File: config.mk
export PLATFORM = sky130hd
export DESIGN_NAME = pid_position_controller_unit
export DESIGN_NICKNAME = d
export VERILOG_FILES = /design/src/rtl/pidpc_pkg.sv /design/src/rtl/pidpc_mul.sv /design/src/rtl/pidpc_div.sv /design/src/rtl/pid_position_controller_unit.sv
export VERILOG_INCLUDE_DIRS = /design/src /design/src/rtl
export SDC_FILE = /design/constraint.sdc
export NUM_CORES = 2
export LEC_CHECK = 0
export BUFFER_PORTS_ARGS = -buffer_cell sky130_fd_sc_hd__buf_2
export CORE_UTILIZATION = 63
export CTS_BUF_LIST = sky130_fd_sc_hd__clkbuf_16
export DETAILED_ROUTE_END_ITERATION = 6
export GPL_TIMING_DRIVEN = 1
export HOLD_SLACK_MARGIN = 0.12
export PLACE_DENSITY = 0.8
export SLEW_MARGIN = 20
export SYNTH_ARGS = -nofsm -noshare
export SYNTH_HDL_FRONTEND = slang
export SYNTH_SLANG_ARGS = --single-unit
export TNS_END_PERCENT = 20
File: constraint.sdc
create_clock -name i_clk -period 12.72 [get_ports i_clk]
set_input_delay 1.908 -clock i_clk [delete_from_list [all_inputs] [get_ports i_clk]]
set_output_delay 1.908 -clock i_clk [all_outputs]
set_load 0.005 [all_outputs]
File: src/rtl/assert_macros.svh
// ----------------------------------------------------------------------------
// Assertion macros
// Clocked concurrent checks used by the controller unit.
// ----------------------------------------------------------------------------
`ifndef ASSERT_MACROS_SVH
`define ASSERT_MACROS_SVH

// implication checked on every clock edge outside reset
`define ASSERT_IMPL(label, ante, cons, msg) \
    label: assert property (@(posedge i_clk) disable iff (!i_rst_n) (ante) |-> (cons)) \
        else $error(msg);

// invariant checked on every clock edge outside reset
`define ASSERT_INV(label, expr, msg) \
    label: assert property (@(posedge i_clk) disable iff (!i_rst_n) (expr)) \
        else $error(msg);

`endif

File: src/rtl/pidpc_pkg.sv
// ----------------------------------------------------------------------------
// PID position controller package
// Widths, constants and register indexes shared by the controller files.
// ----------------------------------------------------------------------------
package pidpc_pkg;

    localparam int unsigned FRAC_BITS        = 16;
    localparam int unsigned TICKS_PER_SECOND = 1000000;
    localparam int unsigned TICKS_W          = $clog2(TICKS_PER_SECOND);

    localparam int unsigned DATA_W    = 32;
    localparam int unsigned MUL_W     = DATA_W + 1;      // magnitude operand width
    localparam int unsigned PROD_W    = 2 * MUL_W;
    localparam int unsigned DIVN_W    = 2 * DATA_W;      // dividend / quotient
    localparam int unsigned DIVD_W    = DATA_W;          // divisor / remainder
    localparam int unsigned MUL_CNT_W = $clog2(MUL_W);
    localparam int unsigned DIV_CNT_W = $clog2(DIVN_W);

    localparam logic [MUL_CNT_W-1:0] MUL_LAST  = MUL_CNT_W'(MUL_W - 1);
    localparam logic [DIV_CNT_W-1:0] DIV_LAST  = DIV_CNT_W'(DIVN_W - 1);
    localparam logic [MUL_W-1:0]     TICKS_MUL = MUL_W'(TICKS_PER_SECOND);
    localparam logic [DIVD_W-1:0]    TICKS_DIV = DIVD_W'(TICKS_PER_SECOND);

    typedef logic [7:0] t_cfg_index;

    localparam t_cfg_index CFG_SETPOINT = 8'd0;
    localparam t_cfg_index CFG_GAIN_P   = 8'd1;
    localparam t_cfg_index CFG_GAIN_D   = 8'd2;
    localparam t_cfg_index CFG_GAIN_I   = 8'd3;

    localparam logic [DATA_W-1:0] SETPOINT_RESET = 32'd1000;

endpackage

File: src/rtl/pidpc_mul.sv
// ----------------------------------------------------------------------------
// Bit-serial multiplier
// Unsigned shift-add multiply, one multiplier bit per cycle.
// ----------------------------------------------------------------------------
module pidpc_mul (
    input  logic                          i_clk,
    input  logic                          i_rst_n,
    input  logic                          i_start,
    input  logic [pidpc_pkg::MUL_W-1:0]   i_a,
    input  logic [pidpc_pkg::MUL_W-1:0]   i_b,
    output logic                          o_busy,
    output logic                          o_done,
    output logic [pidpc_pkg::PROD_W-1:0]  o_prod
);

    logic [pidpc_pkg::MUL_W-1:0]     r_a;
    logic [pidpc_pkg::MUL_W-1:0]     r_hi;
    logic [pidpc_pkg::MUL_W-1:0]     r_lo;
    logic [pidpc_pkg::MUL_CNT_W-1:0] r_cnt;
    logic                            r_busy;
    logic                            r_done;
    logic [pidpc_pkg::MUL_W:0]       w_sum;

    assign w_sum = {1'b0, r_hi} + (r_lo[0] ? {1'b0, r_a} : '0);

    always_ff @(posedge i_clk) begin
        if (!i_rst_n) begin
            r_busy <= 1'b0;
            r_done <= 1'b0;
            r_cnt  <= '0;
        end else begin
            r_done <= 1'b0;
            if (i_start) begin
                r_busy <= 1'b1;
                r_cnt  <= '0;
                r_a    <= i_a;
                r_hi   <= '0;
                r_lo   <= i_b;
            end else if (r_busy) begin
                // low half shifts out multiplier bits, takes in product bits
                r_hi  <= w_sum[pidpc_pkg::MUL_W:1];
                r_lo  <= {w_sum[0], r_lo[pidpc_pkg::MUL_W-1:1]};
                r_cnt <= r_cnt + pidpc_pkg::MUL_CNT_W'(1);
                if (r_cnt == pidpc_pkg::MUL_LAST) begin
                    r_busy <= 1'b0;
                    r_done <= 1'b1;
                end
            end
        end
    end

    assign o_busy = r_busy;
    assign o_done = r_done;
    assign o_prod = {r_hi, r_lo};

endmodule

File: src/rtl/pidpc_div.sv
// ----------------------------------------------------------------------------
// Bit-serial divider
// Unsigned restoring divide, one quotient bit per cycle.
// ----------------------------------------------------------------------------
module pidpc_div (
    input  logic                          i_clk,
    input  logic                          i_rst_n,
    input  logic                          i_start,
    input  logic [pidpc_pkg::DIVN_W-1:0]  i_num,
    input  logic [pidpc_pkg::DIVD_W-1:0]  i_den,
    output logic                          o_busy,
    output logic                          o_done,
    output logic [pidpc_pkg::DIVN_W-1:0]  o_quo,
    output logic [pidpc_pkg::DIVD_W-1:0]  o_rem
);

    logic [pidpc_pkg::DIVD_W-1:0]    r_den;
    logic [pidpc_pkg::DIVD_W-1:0]    r_rem;
    logic [pidpc_pkg::DIVN_W-1:0]    r_quo;
    logic [pidpc_pkg::DIV_CNT_W-1:0] r_cnt;
    logic                            r_busy;
    logic                            r_done;
    logic [pidpc_pkg::DIVD_W:0]      w_trial;
    logic [pidpc_pkg::DIVD_W:0]      w_diff;
    logic                            w_take;

    assign w_trial = {r_rem, r_quo[pidpc_pkg::DIVN_W-1]};
    assign w_diff  = w_trial - {1'b0, r_den};
    // trial < 2*den, so a borrow always lands in the top bit
    assign w_take  = ~w_diff[pidpc_pkg::DIVD_W];

    always_ff @(posedge i_clk) begin
        if (!i_rst_n) begin
            r_busy <= 1'b0;
            r_done <= 1'b0;
            r_cnt  <= '0;
        end else begin
            r_done <= 1'b0;
            if (i_start) begin
                r_busy <= 1'b1;
                r_cnt  <= '0;
                r_den  <= i_den;
                r_rem  <= '0;
                r_quo  <= i_num;
            end else if (r_busy) begin
                r_rem <= w_take ? w_diff[pidpc_pkg::DIVD_W-1:0]
                                : w_trial[pidpc_pkg::DIVD_W-1:0];
                r_quo <= {r_quo[pidpc_pkg::DIVN_W-2:0], w_take};
                r_cnt <= r_cnt + pidpc_pkg::DIV_CNT_W'(1);
                if (r_cnt == pidpc_pkg::DIV_LAST) begin
                    r_busy <= 1'b0;
                    r_done <= 1'b1;
                end
            end
        end
    end

    assign o_busy = r_busy;
    assign o_done = r_done;
    assign o_quo  = r_quo;
    assign o_rem  = r_rem;

endmodule

File: src/rtl/pid_position_controller_unit.sv
// ----------------------------------------------------------------------------
// PID position controller
// Fixed-point PID on encoder position with a variable, timestamped step.
//
// Input channel (valid/stall): one word is a position and a microsecond
// timestamp. Output channel (valid/stall): one word per input, the saturated
// drive and a flag that is set when any term or the drive was clipped.
// Config channel (valid/ready, always ready): index 0 setpoint, 1..3 the
// Q16.16 gains P, D, I; other indexes are dropped. Write only while idle.
// Each word runs through one bit-serial multiplier and one bit-serial
// divider: six products and three quotients, or two quotients when the
// timestamp repeats. The input stalls from accept until the result is
// registered.
// Result sits in an output register; the next word is accepted while it
// waits. If the receiver still stalls when the next result is ready, the
// sequencer holds until the old word is taken.
// Reset: setpoint 1000, gains 0, time, last error and integral cleared.
// ----------------------------------------------------------------------------
`include "assert_macros.svh"

module pid_position_controller_unit (
    input  logic               i_clk,
    input  logic               i_rst_n,
    input  logic               i_in_valid,
    output logic               o_in_stall,
    input  logic signed [31:0] i_position,
    input  logic        [31:0] i_timestamp_us,
    output logic               o_out_valid,
    input  logic               i_out_stall,
    output logic signed [31:0] o_drive,
    output logic               o_saturated,
    input  logic               i_cfg_valid,
    output logic               o_cfg_ready,
    input  logic [7:0]         i_cfg_index,
    input  logic [31:0]        i_cfg_data
);

    typedef enum logic [4:0] {
        ST_IDLE,
        ST_DIFF,
        ST_MUL_NUM,
        ST_DIV_DER,
        ST_MUL_INT,
        ST_INT_ADD,
        ST_INT_DIV,
        ST_DIV_INT,
        ST_MUL_P,
        ST_MUL_D,
        ST_ADD_D,
        ST_MUL_Q,
        ST_ADD_Q,
        ST_MUL_R,
        ST_DIV_R,
        ST_ADD_R,
        ST_FINAL
    } t_state;

    function automatic logic [32:0] f_mag33(input logic [31:0] v);
        logic [32:0] s;
        s = {v[31], v};
        return v[31] ? (~s + 33'd1) : s;
    endfunction

    function automatic logic [63:0] f_mag64(input logic [63:0] v);
        return v[63] ? (~v + 64'd1) : v;
    endfunction

    function automatic logic [63:0] f_neg64(input logic neg, input logic [63:0] mag);
        return neg ? (~mag + 64'd1) : mag;
    endfunction

    // {clipped, sum}
    function automatic logic [64:0] f_sat_add(input logic [63:0] a, input logic [63:0] b);
        logic [63:0] s;
        logic        ovf;
        s   = a + b;
        ovf = (a[63] == b[63]) && (s[63] != a[63]);
        if (ovf) begin
            return {1'b1, a[63] ? 64'h8000_0000_0000_0000 : 64'h7FFF_FFFF_FFFF_FFFF};
        end
        return {1'b0, s};
    endfunction

    // signed value from sign and magnitude, clipped to 32 bits: {clipped, value}
    function automatic logic [32:0] f_clip_mag(input logic neg, input logic [63:0] mag);
        if (!neg) begin
            if (mag > 64'h0000_0000_7FFF_FFFF) begin
                return {1'b1, 32'h7FFF_FFFF};
            end
            return {1'b0, mag[31:0]};
        end
        if (mag > 64'h0000_0000_8000_0000) begin
            return {1'b1, 32'h8000_0000};
        end
        return {1'b0, ~mag[31:0] + 32'd1};
    endfunction

    t_state r_state;

    // configuration and loop state
    logic [31:0] r_setpoint;
    logic [31:0] r_kp;
    logic [31:0] r_kd;
    logic [31:0] r_ki;
    logic [31:0] r_last_time;
    logic [31:0] r_last_error;
    logic [63:0] r_integral;

    // per-word working registers
    logic [31:0]                     r_e;
    logic [31:0]                     r_elapsed;
    logic [31:0]                     r_deriv;
    logic [31:0]                     r_q;
    logic [pidpc_pkg::TICKS_W-1:0]   r_rmag;
    logic                            r_rneg;
    logic                            r_neg;
    logic [63:0]                     r_term;
    logic [63:0]                     r_sum;
    logic                            r_flag;

    // serial unit launch
    logic                            r_mul_start;
    logic [pidpc_pkg::MUL_W-1:0]     r_mul_a;
    logic [pidpc_pkg::MUL_W-1:0]     r_mul_b;
    logic                            r_div_start;
    logic [pidpc_pkg::DIVN_W-1:0]    r_div_n;
    logic [pidpc_pkg::DIVD_W-1:0]    r_div_d;

    // output word
    logic                            r_out_valid;
    logic [31:0]                     r_drive;
    logic                            r_sat;

    logic                            w_mul_busy;
    logic                            w_mul_done;
    logic [pidpc_pkg::PROD_W-1:0]    w_prod;
    logic                            w_div_busy;
    logic                            w_div_done;
    logic [pidpc_pkg::DIVN_W-1:0]    w_quo;
    logic [pidpc_pkg::DIVD_W-1:0]    w_rem;

    logic [32:0] w_pos_err;
    logic        w_e_ovf;
    logic [31:0] w_e_val;
    logic [32:0] w_dd;
    logic [32:0] w_dd_mag;
    logic [32:0] w_qclip;
    logic [63:0] w_add_a;
    logic [64:0] w_sadd;
    logic        w_drive_clip;
    logic [31:0] w_drive;
    logic [63:0] w_prod64;

    pidpc_mul u_mul (
        .i_clk   (i_clk),
        .i_rst_n (i_rst_n),
        .i_start (r_mul_start),
        .i_a     (r_mul_a),
        .i_b     (r_mul_b),
        .o_busy  (w_mul_busy),
        .o_done  (w_mul_done),
        .o_prod  (w_prod)
    );

    pidpc_div u_div (
        .i_clk   (i_clk),
        .i_rst_n (i_rst_n),
        .i_start (r_div_start),
        .i_num   (r_div_n),
        .i_den   (r_div_d),
        .o_busy  (w_div_busy),
        .o_done  (w_div_done),
        .o_quo   (w_quo),
        .o_rem   (w_rem)
    );

    // position error, clipped to 32 bits
    assign w_pos_err = {i_position[31], i_position} - {r_setpoint[31], r_setpoint};
    assign w_e_ovf   = w_pos_err[32] != w_pos_err[31];
    assign w_e_val   = w_e_ovf ? (w_pos_err[32] ? 32'h8000_0000 : 32'h7FFF_FFFF)
                               : w_pos_err[31:0];

    assign w_dd     = {r_e[31], r_e} - {r_last_error[31], r_last_error};
    assign w_dd_mag = w_dd[32] ? (~w_dd + 33'd1) : w_dd;

    assign w_qclip  = f_clip_mag(r_neg, w_quo);
    assign w_prod64 = w_prod[63:0];

    // one saturating adder shared by the integral and the output sum
    assign w_add_a = (r_state == ST_INT_ADD) ? r_integral : r_sum;
    assign w_sadd  = f_sat_add(w_add_a, r_term);

    // floor shift is a plain drop of the fraction bits
    assign w_drive_clip = !((&r_sum[63:pidpc_pkg::FRAC_BITS+31])
                         || (~|r_sum[63:pidpc_pkg::FRAC_BITS+31]));
    assign w_drive = w_drive_clip ? (r_sum[63] ? 32'h8000_0000 : 32'h7FFF_FFFF)
                                  : r_sum[pidpc_pkg::FRAC_BITS+31:pidpc_pkg::FRAC_BITS];

    always_ff @(posedge i_clk) begin
        if (!i_rst_n) begin
            r_state      <= ST_IDLE;
            r_mul_start  <= 1'b0;
            r_div_start  <= 1'b0;
            r_out_valid  <= 1'b0;
            r_setpoint   <= pidpc_pkg::SETPOINT_RESET;
            r_kp         <= '0;
            r_kd         <= '0;
            r_ki         <= '0;
            r_last_time  <= '0;
            r_last_error <= '0;
            r_integral   <= '0;
        end else begin
            r_mul_start <= 1'b0;
            r_div_start <= 1'b0;
            if (r_out_valid && !i_out_stall) begin
                r_out_valid <= 1'b0;
            end

            if (i_cfg_valid) begin
                unique case (i_cfg_index)
                    pidpc_pkg::CFG_SETPOINT: r_setpoint <= i_cfg_data;
                    pidpc_pkg::CFG_GAIN_P:   r_kp       <= i_cfg_data;
                    pidpc_pkg::CFG_GAIN_D:   r_kd       <= i_cfg_data;
                    pidpc_pkg::CFG_GAIN_I:   r_ki       <= i_cfg_data;
                    default: ;
                endcase
            end

            unique case (r_state)
                ST_IDLE: begin
                    if (i_in_valid) begin
                        r_e         <= w_e_val;
                        r_flag      <= w_e_ovf;
                        r_elapsed   <= i_timestamp_us - r_last_time;
                        r_last_time <= i_timestamp_us;
                        r_state     <= ST_DIFF;
                    end
                end
                ST_DIFF: begin
                    r_mul_a     <= w_dd_mag;
                    r_mul_b     <= pidpc_pkg::TICKS_MUL;
                    r_mul_start <= 1'b1;
                    r_neg       <= w_dd[32];
                    r_state     <= ST_MUL_NUM;
                end
                ST_MUL_NUM: begin
                    if (w_mul_done) begin
                        if (r_elapsed == '0) begin
                            // no time passed: derivative zero, integral term zero
                            r_deriv     <= '0;
                            r_mul_a     <= f_mag33(r_e);
                            r_mul_b     <= {1'b0, r_elapsed};
                            r_mul_start <= 1'b1;
                            r_neg       <= r_e[31];
                            r_state     <= ST_MUL_INT;
                        end else begin
                            r_div_n     <= w_prod64;
                            r_div_d     <= r_elapsed;
                            r_div_start <= 1'b1;
                            r_state     <= ST_DIV_DER;
                        end
                    end
                end
                ST_DIV_DER: begin
                    if (w_div_done) begin
                        r_deriv     <= w_qclip[31:0];
                        r_flag      <= r_flag | w_qclip[32];
                        r_mul_a     <= f_mag33(r_e);
                        r_mul_b     <= {1'b0, r_elapsed};
                        r_mul_start <= 1'b1;
                        r_neg       <= r_e[31];
                        r_state     <= ST_MUL_INT;
                    end
                end
                ST_MUL_INT: begin
                    if (w_mul_done) begin
                        r_term  <= f_neg64(r_neg, w_prod64);
                        r_state <= ST_INT_ADD;
                    end
                end
                ST_INT_ADD: begin
                    r_integral <= w_sadd[63:0];
                    r_flag     <= r_flag | w_sadd[64];
                    r_state    <= ST_INT_DIV;
                end
                ST_INT_DIV: begin
                    r_div_n     <= f_mag64(r_integral);
                    r_div_d     <= pidpc_pkg::TICKS_DIV;
                    r_div_start <= 1'b1;
                    r_neg       <= r_integral[63];
                    r_state     <= ST_DIV_INT;
                end
                ST_DIV_INT: begin
                    if (w_div_done) begin
                        r_q         <= w_qclip[31:0];
                        r_flag      <= r_flag | w_qclip[32];
                        r_rmag      <= w_rem[pidpc_pkg::TICKS_W-1:0];
                        r_rneg      <= r_neg;
                        r_mul_a     <= f_mag33(r_kp);
                        r_mul_b     <= f_mag33(r_e);
                        r_mul_start <= 1'b1;
                        r_neg       <= r_kp[31] ^ r_e[31];
                        r_state     <= ST_MUL_P;
                    end
                end
                ST_MUL_P: begin
                    if (w_mul_done) begin
                        // kp*e cannot overflow 64 bits, no saturation needed
                        r_sum       <= f_neg64(r_neg, w_prod64);
                        r_mul_a     <= f_mag33(r_kd);
                        r_mul_b     <= f_mag33(r_deriv);
                        r_mul_start <= 1'b1;
                        r_neg       <= r_kd[31] ^ r_deriv[31];
                        r_state     <= ST_MUL_D;
                    end
                end
                ST_MUL_D: begin
                    if (w_mul_done) begin
                        r_term  <= f_neg64(r_neg, w_prod64);
                        r_state <= ST_ADD_D;
                    end
                end
                ST_ADD_D: begin
                    r_sum       <= w_sadd[63:0];
                    r_flag      <= r_flag | w_sadd[64];
                    r_mul_a     <= f_mag33(r_ki);
                    r_mul_b     <= f_mag33(r_q);
                    r_mul_start <= 1'b1;
                    r_neg       <= r_ki[31] ^ r_q[31];
                    r_state     <= ST_MUL_Q;
                end
                ST_MUL_Q: begin
                    if (w_mul_done) begin
                        r_term  <= f_neg64(r_neg, w_prod64);
                        r_state <= ST_ADD_Q;
                    end
                end
                ST_ADD_Q: begin
                    r_sum       <= w_sadd[63:0];
                    r_flag      <= r_flag | w_sadd[64];
                    r_mul_a     <= f_mag33(r_ki);
                    r_mul_b     <= pidpc_pkg::MUL_W'(r_rmag);
                    r_mul_start <= 1'b1;
                    r_neg       <= r_ki[31] ^ r_rneg;
                    r_state     <= ST_MUL_R;
                end
                ST_MUL_R: begin
                    if (w_mul_done) begin
                        // remainder term, truncated toward zero
                        r_div_n     <= w_prod64;
                        r_div_d     <= pidpc_pkg::TICKS_DIV;
                        r_div_start <= 1'b1;
                        r_state     <= ST_DIV_R;
                    end
                end
                ST_DIV_R: begin
                    if (w_div_done) begin
                        r_term  <= f_neg64(r_neg, w_quo);
                        r_state <= ST_ADD_R;
                    end
                end
                ST_ADD_R: begin
                    r_sum   <= w_sadd[63:0];
                    r_flag  <= r_flag | w_sadd[64];
                    r_state <= ST_FINAL;
                end
                ST_FINAL: begin
                    // hold while the previous word still waits at the output
                    if (!r_out_valid || !i_out_stall) begin
                        r_out_valid  <= 1'b1;
                        r_drive      <= w_drive;
                        r_sat        <= r_flag | w_drive_clip;
                        r_last_error <= r_e;
                        r_state      <= ST_IDLE;
                    end
                end
                default: r_state <= ST_IDLE;
            endcase
        end
    end

    assign o_in_stall  = (r_state != ST_IDLE);
    assign o_out_valid = r_out_valid;
    assign o_drive     = r_drive;
    assign o_saturated = r_sat;
    assign o_cfg_ready = 1'b1;

    `ASSERT_IMPL(a_accept_starts_word, i_in_valid && !o_in_stall, ##1 (r_state == ST_DIFF), "accepted word did not start the sequence")
    `ASSERT_IMPL(a_final_holds, (r_state == ST_FINAL) && r_out_valid && i_out_stall, ##1 (r_state == ST_FINAL), "result overwrote a word still waiting")
    `ASSERT_INV(a_one_unit_busy, $onehot0({w_mul_busy, w_div_busy}), "multiplier and divider busy together")
    `ASSERT_IMPL(a_div_nonzero, r_div_start, r_div_d != '0, "divider launched with zero divisor")

endmodule
After elaboration in Yosys (flattened, before gate mapping)
Cells that the tools add are included.
W data, S select, Z words.
Storage, ports and cells
  flip-flop bits (word level): 981
  output and inout port bits: 36
  logic and storage cells: 282
Operators by class
  $lt $le $gt $ge: 2
  reductions and logical operators: 56
  equal/unequal tests: 39
  add/sub/neg operators: 19
  bitwise gates (word level): 22
  muxes and demuxes: 105
Operators with widths (count)
  $mux W33: 26
  $mux W64: 12
  $mux W32: 12
  $pmux W64 S2: 2
  $add A33 B1 Y33 const B: 7
  $not A33 Y33: 7
  $pmux W33 S7: 1
  $pmux W33 S6: 1
  $add A64 B1 Y64 const B: 3
  $not A64 Y64: 3
  $pmux W64 S3: 1
  $mux W65: 2
  $pmux W32 S3: 1
  $pmux W5 S17: 1
  $sub A32 B32 Y33: 2
  $add A64 B64 Y64: 1
  $gt A64 B31 Y1 const B: 1
  $gt A64 B32 Y1 const B: 1
  $pmux W32 S2: 1
  $mux W5: 11
  $eq A5 B4 Y1 const B: 8
  $add A33 B34 Y34: 1
  $sub A33 B32 Y33: 1
  $add A32 B1 Y32 const B: 1
  other kinds (45): 136

Depth between registers and ports, before layout
  depth in word-level cells: 11
  depth in mapped cells: 23

By module
Synthesis repeated with hierarchy kept, for this count alone.
Unflattened totals
  cells, all modules: 6626
  area, all modules: 60862.1 µm²
Modules (own cells, without submodules)
  pid_position_controller_unit: times used 1, cells each 5491, area an instance 47471.8 µm²
  pidpc_div: times used 1, cells each 598, area an instance 7269.5 µm²
  pidpc_mul: times used 1, cells each 537, area an instance 6120.9 µm²

Worst setup path after synthesis
No wires, ideal clock.
  kind: input-to-reg
  start: in i_rst_n
  end: reg r_term[0] (enable)
  stages: 2
  data arrival time: 6.374 ns
  setup time: 0.565 ns
  path slack: 5.781 ns
  cells stage by stage: nand2b_1 -> nor3_1
On the way
  cells in the longest elaborated chain, start to end: 1
Ends and longest elaborated chain
  start, declared: line pid_position_controller_unit.sv:23  | input logic i_rst_n,
  $reduce_and A4 Y1 (no source line)
  end signal, assigned: line pid_position_controller_unit.sv:277  | r_term <= f_neg64(r_neg, w_prod64);
  end signal, assigned: line pid_position_controller_unit.sv:319  | r_term <= f_neg64(r_neg, w_prod64);
  end signal, assigned: line pid_position_controller_unit.sv:334  | r_term <= f_neg64(r_neg, w_prod64);
  end, declared: line pid_position_controller_unit.sv:117  | logic [63:0] r_term;
Every way passes these cells.
A chain may end at the register's enable or synchronous reset.

Worst setup path in the final report
  start: reg r_state[0]
  end: reg r_sum[62] (data pin)
On the way
  cells in the longest elaborated chain, start to end: 8
Ends and longest elaborated chain
  start, declared: line pid_position_controller_unit.sv:98  | t_state r_state;
  start signal, assigned: line pid_position_controller_unit.sv:201  | r_state <= ST_IDLE;
  start signal, assigned: line pid_position_controller_unit.sv:236  | r_state <= ST_DIFF;
  start signal, assigned: line pid_position_controller_unit.sv:244  | r_state <= ST_MUL_NUM;
  $eq A5 B3 Y1: line pid_position_controller_unit.sv:190  | assign w_add_a = (r_state == ST_INT_ADD) ? r_integral : r_sum;
  $mux W64: line pid_position_controller_unit.sv:190
  $add A64 B64 Y64: line pid_position_controller_unit.sv:76  | s = a + b;
  $ne A1 B1 Y1: line pid_position_controller_unit.sv:77  | ovf = (a[63] == b[63]) && (s[63] != a[63]);
  $logic_and A1 B1 Y1: line pid_position_controller_unit.sv:77
  $mux W1: line pid_position_controller_unit.sv:78  | if (ovf) begin
  $mux W65: line pid_position_controller_unit.sv:81  | return {1'b0, s};
  $pmux W64 S2 *: line pid_position_controller_unit.sv:229  | unique case (r_state)
  end signal, assigned: line pid_position_controller_unit.sv:309  | r_sum <= f_neg64(r_neg, w_prod64);
  end signal, assigned: line pid_position_controller_unit.sv:324  | r_sum <= w_sadd[63:0];
  end signal, assigned: line pid_position_controller_unit.sv:339  | r_sum <= w_sadd[63:0];
  end, declared: line pid_position_controller_unit.sv:118  | logic [63:0] r_sum;
Mark *: on every way between the ends. The rest lies on a longest branch, timed or not. The select of a mux whose other input is x is not followed.

==> metrics.txt <==
outcome=complete, but fails checks; failing checks=DRC; FP Rows=112; Routed WL=179,000 µm; effective utilization at floorplan=a little under two thirds; final max-slew violation count=0; Worst Path Required=13.26 ns; Comb pwr share=26.3%; setup TNS=0 ns; postcts setup bufs=0; Port-buffer cells=143; total gr overflow=0; IO Count=145; synth top area cells=edfxtp_1 35%, dfxtp_1 9.4%, nand2_1 6.3%; sequential share of power=42.3%; Reg2Reg Setup Slack=5.84 ns; worst setup path category=flip-flop to flip-flop; hold endpoint=u_mul.r_a[6]$_DFFE_PP_; fin util=69.4%; worst skew pair latency=0.69 ns; Post-synth ARST share=0%; post-synthesis register bit count=981; largest net degree at the start of global routing=84; ANT nets after route=0; DIE HEIGHT=310 µm; Startpoint Class=flip-flop; CTS Buf Count=around 100; # fillers=7,298; Crit Reg-Reg Endpoint=r_sum[62]$_DFFE_PP_; deepest clock path buffer count=3; via count=between 50,000 and 60,000; Net Sw Frac=33.1%; Ys Warns=0; core area=0.0937 mm²; Synth top area share=a little over a third; Final Hold Violating Endpoints=0; clock power share=between 30% and 40%; Die W=approximately 310 µm; hold wc startpoint=r_mul_a[6]$_DFFE_PP_; HP Class=flip-flop to flip-flop; Clk pin slew, worst setup/hold paths=0.07 ns; Worst Setup End Kind=flip-flop; final-stage net count=6,773; Die ar.=0.0964 mm²; P_int=6600 µW; Iter 0 DRT Violations=roughly 6,000; share of cells above drive strength 1=9.03%; Area Overhead vs Synth=8.64%; max_cap viols=0; Cells after Synth=6,447; Worst-Margin Slew=1.23 ns; RSZ-0062 raised after global routing=no; hold depth=0; final clock skew=0.0257 ns; EDFF count, synth=701; Sw Pwr=3260 µW; clock root buffer=clkbuf_16; dominant synthesized flop cell=edfxtp_1; Crit Path Max Fanout=67; Final min period=6.88 ns; Final period util=54.1%; Residual DRC=6; Worst EP arrival=7.42 ns; Slew headroom=17.2%; global-route wire length before repair=272,000 µm; vias in the first global route=46,300; Reg2Reg Depth=18; area leader, netlist=edfxtp_1; hold buffer count at CTS=0; antenna violations before repair=3; GRT Total Usage=36.7%; sequential area share after synthesis=between 40% and 50%; peak supply drop=0.119 mV; Yosys cell types=103; cell area after synthesis=0.0599 mm²; leak pwr=0.0245 µW; final setup violation count=0; commonest cells in the netlist=1,010 x nand2_1, 701 x edfxtp_1, 612 x a21oi_1; RR Startpoint=r_state[0]$_SDFFE_PN0P_; DP HPWL=132,000 µm; clock sink count=981; cell with the most instances after synthesis=nand2_1; pwr dens=152 mW/mm²; vias per inst=~6.5; Syn Nets=6,798; drt pass-1 iters=7; htree depth=3; gpl congestion=just over 1; WL/cell=23.0 µm; CTS tree=done; Syn Area/Cell=9.29 µm²; cts repair resizes=0; Max Fclk=0.145 GHz
-- through the flow --
stage	instances	instance area, µm²	hold WS, ns	setup slack (ns)	total power (µW)
detailed placement	7570	61600	0.405	6.06	6740
global route	7766	65100	0.419	5.44	10200
global placement	7570	61600	0.401	6.17	6650
floorplan	6447	59900	0.400	5.78	5910
CTS	7764	65100	0.410	5.98	9800
finish	7767	65100	0.408	5.84	9860
-- cells by family after synthesis --
logic type      synth area share [%]
simple gates                    16.4
compound gates                  18.5
flops                           44.5
xor+xnor                        8.38
buf+inv                         3.52
fa+ha+maj                       5.20
mux                             3.49
other cells                   0.0125
-- critical path, stage by stage (launching register included) --
cell and delay (ns):
dfxtp_1 0.78, nor2b_1 0.44, and3_4 0.61, buf_4 0.60
nand2_1 0.12, nand2_1 0.08, ha_1 0.26, nor2b_1 0.17
o31ai_1 0.38, a211oi_1 0.22, a2111oi_0 0.79, o211ai_1 0.15
buf_4 0.19, a31o_2 0.29, a211o_1 0.39, a21boi_1 0.43
nor2_1 0.09, or4_1 0.51, a22oi_1 0.15
-- cells in the final DEF (no fill, tap or decap), types with 100 or more instances in the layout --
| cell | n |
|---|---|
| nor2_1 | 334 |
| mux2i_1 | 102 |
| o21ai_0 | 450 |
| buf_2 | 143 |
| a21o_1 | 134 |
| xor2_1 | 296 |
| nor3_1 | 107 |
| xnor2_1 | 276 |
| ha_1 | 236 |
| edfxtp_1 | 701 |
| a21oi_1 | 610 |
| o31ai_1 | 100 |
| and2_1 | 114 |
| inv_1 | 226 |
| nand2_1 | 1008 |
| clkbuf_16 | 106 |
| dfxtp_1 | 277 |
-- how the worst max path moves through the flow --
stage                             from                   to  slack [ns]  cells past startpoint
2_1_floorplan                  i_rst_n  r_term[0]$_DFFE_PP_        5.78                      2
3_3_place_gp   r_state[0]$_SDFFE_PN0P_  r_sum[62]$_DFFE_PP_        6.17                     18
3_5_place_dp   r_state[0]$_SDFFE_PN0P_  r_sum[62]$_DFFE_PP_        6.06                     18
4_1_cts        r_state[0]$_SDFFE_PN0P_  r_sum[62]$_DFFE_PP_        5.98                     18
5_1_grt        r_state[0]$_SDFFE_PN0P_  r_sum[62]$_DFFE_PP_        5.44                     18
6_report       r_state[0]$_SDFFE_PN0P_  r_sum[62]$_DFFE_PP_        5.84                     18
-- sequential cells by signal (all words and copies together) (netlist names), 32 cells and up --
signal,cells
r_sum,64
u_mul.r_a,33
u_div.r_den,32
r_integral,64
r_e,32
r_mul_a,33
r_mul_b,33
r_kd,32
r_kp,32
r_deriv,32
o_drive,32
u_div.o_rem,32
r_last_time,32
r_q,32
u_div.o_quo,64
u_mul.r_hi,33
r_div_d,32
r_div_n,64
r_ki,32
r_term,64
u_mul.r_lo,33
r_last_error,32
r_setpoint,32
r_elapsed,32
-- power by group through the flow --
stage               Combinational (µW)  Clock (µW)  Sequential [µW]
floorplan                         1810           0             4100
global placement                  2430           0             4220
detailed placement                2500           0             4230
CTS                               2530        3110             4160
global route                      2800        3240             4190
finish                            2590        3100             4170
-- final cells by class --
type                    instances  area [µm²]  share of cell area [%]
well taps                    1254        1570                    2.41
inverters                     213         805                    1.24
flip-flops and latches        981       26700                    41.0
multi-input cells            4907       31300                    48.2
clock buffers                 106        2650                    4.07
clock inverters                88         787                    1.21
diodes                          2        5.00                 0.00769
repair buffers                216        1270                    1.95
-- metal layers --
metal  GRT usage, %  share of wire, %  vias up
li1               -                 -    23400
met1           49.5                40    23900
met2           57.3                45     2626
met3           5.22               9.9      460
met4           19.6               5.7        2
met5              0            0.0078        -
No activity file was read; power rests on OpenSTA's default activity.
